File: config.mk
export PLATFORM = sky130hd
export DESIGN_NAME = dabb_ctrl
export DESIGN_NICKNAME = d
export VERILOG_FILES = /design/src/hw/rtl/dabb_pkg.sv /design/src/hw/rtl/dabb_ctrl.sv
export SDC_FILE = /design/constraint.sdc
export NUM_CORES = 1
export LEC_CHECK = 0
export BUFFER_PORTS_ARGS = -buffer_cell sky130_fd_sc_hd__buf_4
export CORE_AREA = 2 2 39 41
export CTS_BUF_LIST = sky130_fd_sc_hd__clkbuf_4
export CTS_CLUSTER_SIZE = 10
export DETAILED_ROUTE_END_ITERATION = 10
export DIE_AREA = 0 0 41 43
export GPL_TIMING_DRIVEN = 0
export HOLD_SLACK_MARGIN = 0.15
export PLACE_DENSITY = 0.51
export SLEW_MARGIN = 20
export SYNTH_ARGS = -nofsm -noshare
export SYNTH_HDL_FRONTEND = slang
export SYNTH_SLANG_ARGS = --single-unit
File: constraint.sdc
create_clock -name clk -period 2.2 [get_ports clk]
set_clock_uncertainty 0.05 [all_clocks]
set_input_delay 0.33 -clock clk [delete_from_list [all_inputs] [get_ports clk]]
set_output_delay 0.33 -clock clk [all_outputs]
set_load 0.02 [all_outputs]
File: src/hw/rtl/dabb_pkg.sv
`timescale 1ns / 1ps
`default_nettype none

package dabb_pkg;

  localparam int MAX_WIDTH_DEF       = 1024;
  localparam int MAX_HALF_WINDOW_DEF = 4;

  localparam logic [10:0] WIDTH_RESET  = 11'd640;
  localparam logic [15:0] HEIGHT_RESET = 16'd480;

  localparam logic OP_PIXEL = 1'b0;
  localparam logic OP_DRAIN = 1'b1;

  localparam logic [1:0] REG_WIDTH  = 2'd0;
  localparam logic [1:0] REG_HEIGHT = 2'd1;

  localparam logic [7:0] DIST_HALF1 = 8'd3;
  localparam logic [7:0] DIST_HALF2 = 8'd5;
  localparam logic [7:0] DIST_HALF3 = 8'd7;
  localparam logic [7:0] DIST_KEEP  = 8'd1;

  typedef struct packed {
    logic       operation;
    logic [7:0] blue_in;
    logic [7:0] green_in;
    logic [7:0] red_in;
    logic [7:0] edge_distance;
  } in_word_t;

  typedef struct packed {
    logic [7:0] blue_out;
    logic [7:0] green_out;
    logic [7:0] red_out;
    logic       frame_end;
  } out_word_t;

  typedef struct packed {
    logic accept;
    logic cfg_write;
    logic bounds;
    logic offset;
    logic start;
    logic issue;
    logic div_init;
    logic div_step;
    logic load;
  } cmd_t;

  typedef struct packed {
    logic do_emit;
    logic last_rd;
    logic div_done;
    logic out_free;
  } sts_t;

  function automatic logic [3:0] half_of(input logic [7:0] d);
    logic [3:0] h;
    if (d <= DIST_KEEP) h = 4'd0;
    else if (d <= DIST_HALF1) h = 4'd1;
    else if (d <= DIST_HALF2) h = 4'd2;
    else if (d <= DIST_HALF3) h = 4'd3;
    else h = 4'd4;
    return h;
  endfunction

endpackage

`default_nettype wire

File: src/hw/rtl/dabb_ctrl.sv
`timescale 1ns / 1ps
`default_nettype none

module dabb_ctrl (
  input  wire logic          clk,
  input  wire logic          rst,
  input  wire logic          pixel_valid,
  output logic               pixel_stall,
  input  wire logic          cfg_valid,
  output logic               cfg_ready,
  output dabb_pkg::cmd_t     cmd,
  input  wire dabb_pkg::sts_t sts
);

  localparam logic [3:0] S_IDLE  = 4'd0;
  localparam logic [3:0] S_CLS   = 4'd1;
  localparam logic [3:0] S_BND   = 4'd2;
  localparam logic [3:0] S_OFS   = 4'd3;
  localparam logic [3:0] S_ADR   = 4'd4;
  localparam logic [3:0] S_SUM   = 4'd5;
  localparam logic [3:0] S_FLUSH = 4'd6;
  localparam logic [3:0] S_DINIT = 4'd7;
  localparam logic [3:0] S_DIV   = 4'd8;
  localparam logic [3:0] S_HOLD  = 4'd9;

  logic [3:0] state;
  logic [3:0] state_next;

  always_comb begin
    state_next = state;
    unique case (state)
      S_IDLE:  if (cmd.accept && sts.do_emit) state_next = S_CLS;
      S_CLS:   state_next = S_BND;
      S_BND:   state_next = S_OFS;
      S_OFS:   state_next = S_ADR;
      S_ADR:   state_next = S_SUM;
      S_SUM:   if (sts.last_rd) state_next = S_FLUSH;
      S_FLUSH: state_next = S_DINIT;
      S_DINIT: state_next = S_DIV;
      S_DIV:   if (sts.div_done) state_next = S_HOLD;
      S_HOLD:  if (sts.out_free) state_next = S_IDLE;
      default: state_next = S_IDLE;
    endcase
  end

  always_ff @(posedge clk) begin
    if (rst) begin
      state <= S_IDLE;
    end else begin
      state <= state_next;
    end
  end

  assign pixel_stall   = (state != S_IDLE);
  assign cfg_ready     = (state == S_IDLE);
  assign cmd.accept    = (state == S_IDLE) && pixel_valid;
  assign cmd.cfg_write = (state == S_IDLE) && cfg_valid;
  assign cmd.bounds    = (state == S_BND);
  assign cmd.offset    = (state == S_OFS);
  assign cmd.start     = (state == S_ADR);
  assign cmd.issue     = (state == S_SUM);
  assign cmd.div_init  = (state == S_DINIT);
  assign cmd.div_step  = (state == S_DIV);
  assign cmd.load      = (state == S_HOLD) && sts.out_free;

endmodule

`default_nettype wire

==> results.md <==
* Row count at 14
* Area contributors post-synth: dfxtp_1, nor4b_1, nor3_1
* Slew headroom at 70.5%
* H-tree levels at 1
* Area Growth Syn to Fin at 57.5%
* Post-route antenna net violation count at 0
* Max-Cap Viols at 0
* Final-report setup violation count at 0
* Cells after Synth at 41
* Clk sinks at 4
* CP Capture Type: output port
* Netlist cell types at 24
* Final WS setup at approximately 360 ps
* DR WL/cell at approximately 9.9 um
* CTS tree: yes
* Initial DRC Count at 5
* Sequential fraction of the synthesis area at 25.9%
* Yosys top cell by area: dfxtp_1
* Final Hold Fails at 0
* Inst Count DP at 75
* Via density at 4.36
* Pre-Repair DR Iteration Count at 3
* Crit path launch type: register
* Data arrival, critical path at 1460 ps
* Commonest non-fill, non-tap cell in the layout: buf_4
* Finished Layout Cells at 78
* Lkg Pwr at 0.216 nW
* Max reg flops at 4
* Synth Warn # at 0
* Post-Syn Area at 309 um^2
* Cts bufs inserted at 3
* Core region area at 0.00138 mm^2
* ANT cells at 0
* Share of cells above drive strength 1 at 38.7%
* DR vias at 340
* P per Cell Area at 680 mW/mm^2
* Peak supply drop at roughly 330 uV
* Outcome: complete, no violations
* DIE WIDTH at 41 um
* Pre-CTS setup slack at 591 ps
* Worst-Margin Slew at 439 ps
* Drt drc at 0
* Post-CTS Resized at 0
* Most frequent cells in the layout: buf_4, nand2_1, nor2_1, dfxtp_1
* Crit path kind: register to output port
* Setup Fix Bufs, Post-CTS at 0
* Gp weighted congestion at 0.709
* Max Slew Vio Count at 0
* Final min period at approximately 1800 ps
* Die height at 43 um
* Vias in the first global route at 321
* Clk_lat worst skew at 230 ps
* GRT Overall Usage at 10.4%
* Dpl hpwl at 575 um
* First-pass GRT wire length at 1240 um
* Fin Setup TNS at 0 ps
* Total die area at 0.00176 mm^2
* Antenna violations before repair at 0
* Biggest regs: state: 4 flops
* Final Cycle Share at 83.8%
* Synth Register Bits at 4
* Clock Tree Root: clkbuf_4
* Final #Nets at just over 70
* Largest net degree at the start of global routing at 11
* Syn Area/Cell at about 7.5 um^2
* Gr ovfl total at 0
* Worst Path Max Fanout at 9
* IO Count at 19
* Hold_buf cts at 0
* Starting Density at 22.3%
* Buffers on Ports at 18
* Unrepaired setup endpoints after global routing: no
* Top cell type's share of synthesized area at 25.9%
* Wirelength, routed at 769 um
* Syn nets at 49
* Required time worst endpoint at about 1800 ps
* F_max at 0.542 GHz
* Worst-path clk slew at approximately 40 ps
* Clk buf depth at 2
* Largest Register: state
* Worst Hold Class: input port to register
-- worst max-delay path, cell delays in order (launching register included) --
cell	delay (ps)
dfxtp_1	290
buf_4	160
nor4_2	460
and2_1	190
buf_4	130
-- routing by layer --
layer / up-vias / part of all wire [%] / GRT usage [%]
met2: 16 / 41 / 15.3
met3: 0 / 7.0 / 6.28
met5: - / 0 / 0
met1: 140 / 52 / 12.8
met4: 0 / 0 / 2.00
li1: 184 / - / -
-- kinds of logic after synthesis --
logic type / share of synthesized area (%)
buf+inv: 10.9
xor+xnor: 5.67
simple gates: 47.8
flops: 25.9
compound gates: 9.72
-- cell usage after synthesis --
library cell  number
nor4_1             1
nand3b_1           1
nor4_2             1
inv_1              2
nor4b_1            2
buf_4              1
nor2_1             4
a21oi_1            1
nor3b_1            1
nor2b_1            1
nor3_1             3
and2_1             2
nand2_1            4
o21ai_0            2
nand2b_1           2
clkbuf_1           2
xnor2_1            1
a22o_1             1
dfxtp_1            4
nor4bb_1           1
buf_6              1
xor2_1             1
or4b_1             1
a31oi_1            1
-- final cells by class --
class / count / area [um^2]
repair buffers: 18 / 135
inverters: 2 / 7.51
well taps: 16 / 20.0
clock buffers: 3 / 22.5
flip-flops and latches: 4 / 80.1
multi-input cells: 31 / 195
plain buffers: 4 / 26.3
fillers: 150 / 897
-- power by group --
| part | total (mW) | internal [mW] | leakage (nW) | switching, mW |
|---|---|---|---|---|
| registers | 0.0877 | 0.0802 | 0.0326 | 0.00754 |
| logic | 0.152 | 0.0708 | 0.169 | 0.0816 |
| clock network | 0.0909 | 0.0610 | 0.0138 | 0.0299 |
-- metrics by stage --
stage | hold WS, ps | power (mW) | util (%) | instance area (um^2)
6_report | 229 | 0.331 | 35.2 | 487
3_5_place_dp | 472 | 0.244 | 33.5 | 464
5_1_grt | 239 | 0.354 | 35.2 | 487
4_1_cts | 226 | 0.337 | 35.2 | 487
2_1_floorplan | 349 | 0.186 | - | 309
3_3_place_gp | 475 | 0.243 | 33.5 | 464
-- final timing paths --
| path | startpoint | end | slack [ps] | depth (start not counted) |
|---|---|---|---|---|
| worst min-delay path | rst | state[0] | 230 | 2 |
| worst max-delay path | state[3] | cmd[7] | 360 | 4 |
| worst max register to register | state[2] | state[0] | 660 | 4 |
| worst min register to register | state[3] | state[2] | 510 | 2 |
No activity file was read; power rests on OpenSTA's default activity.
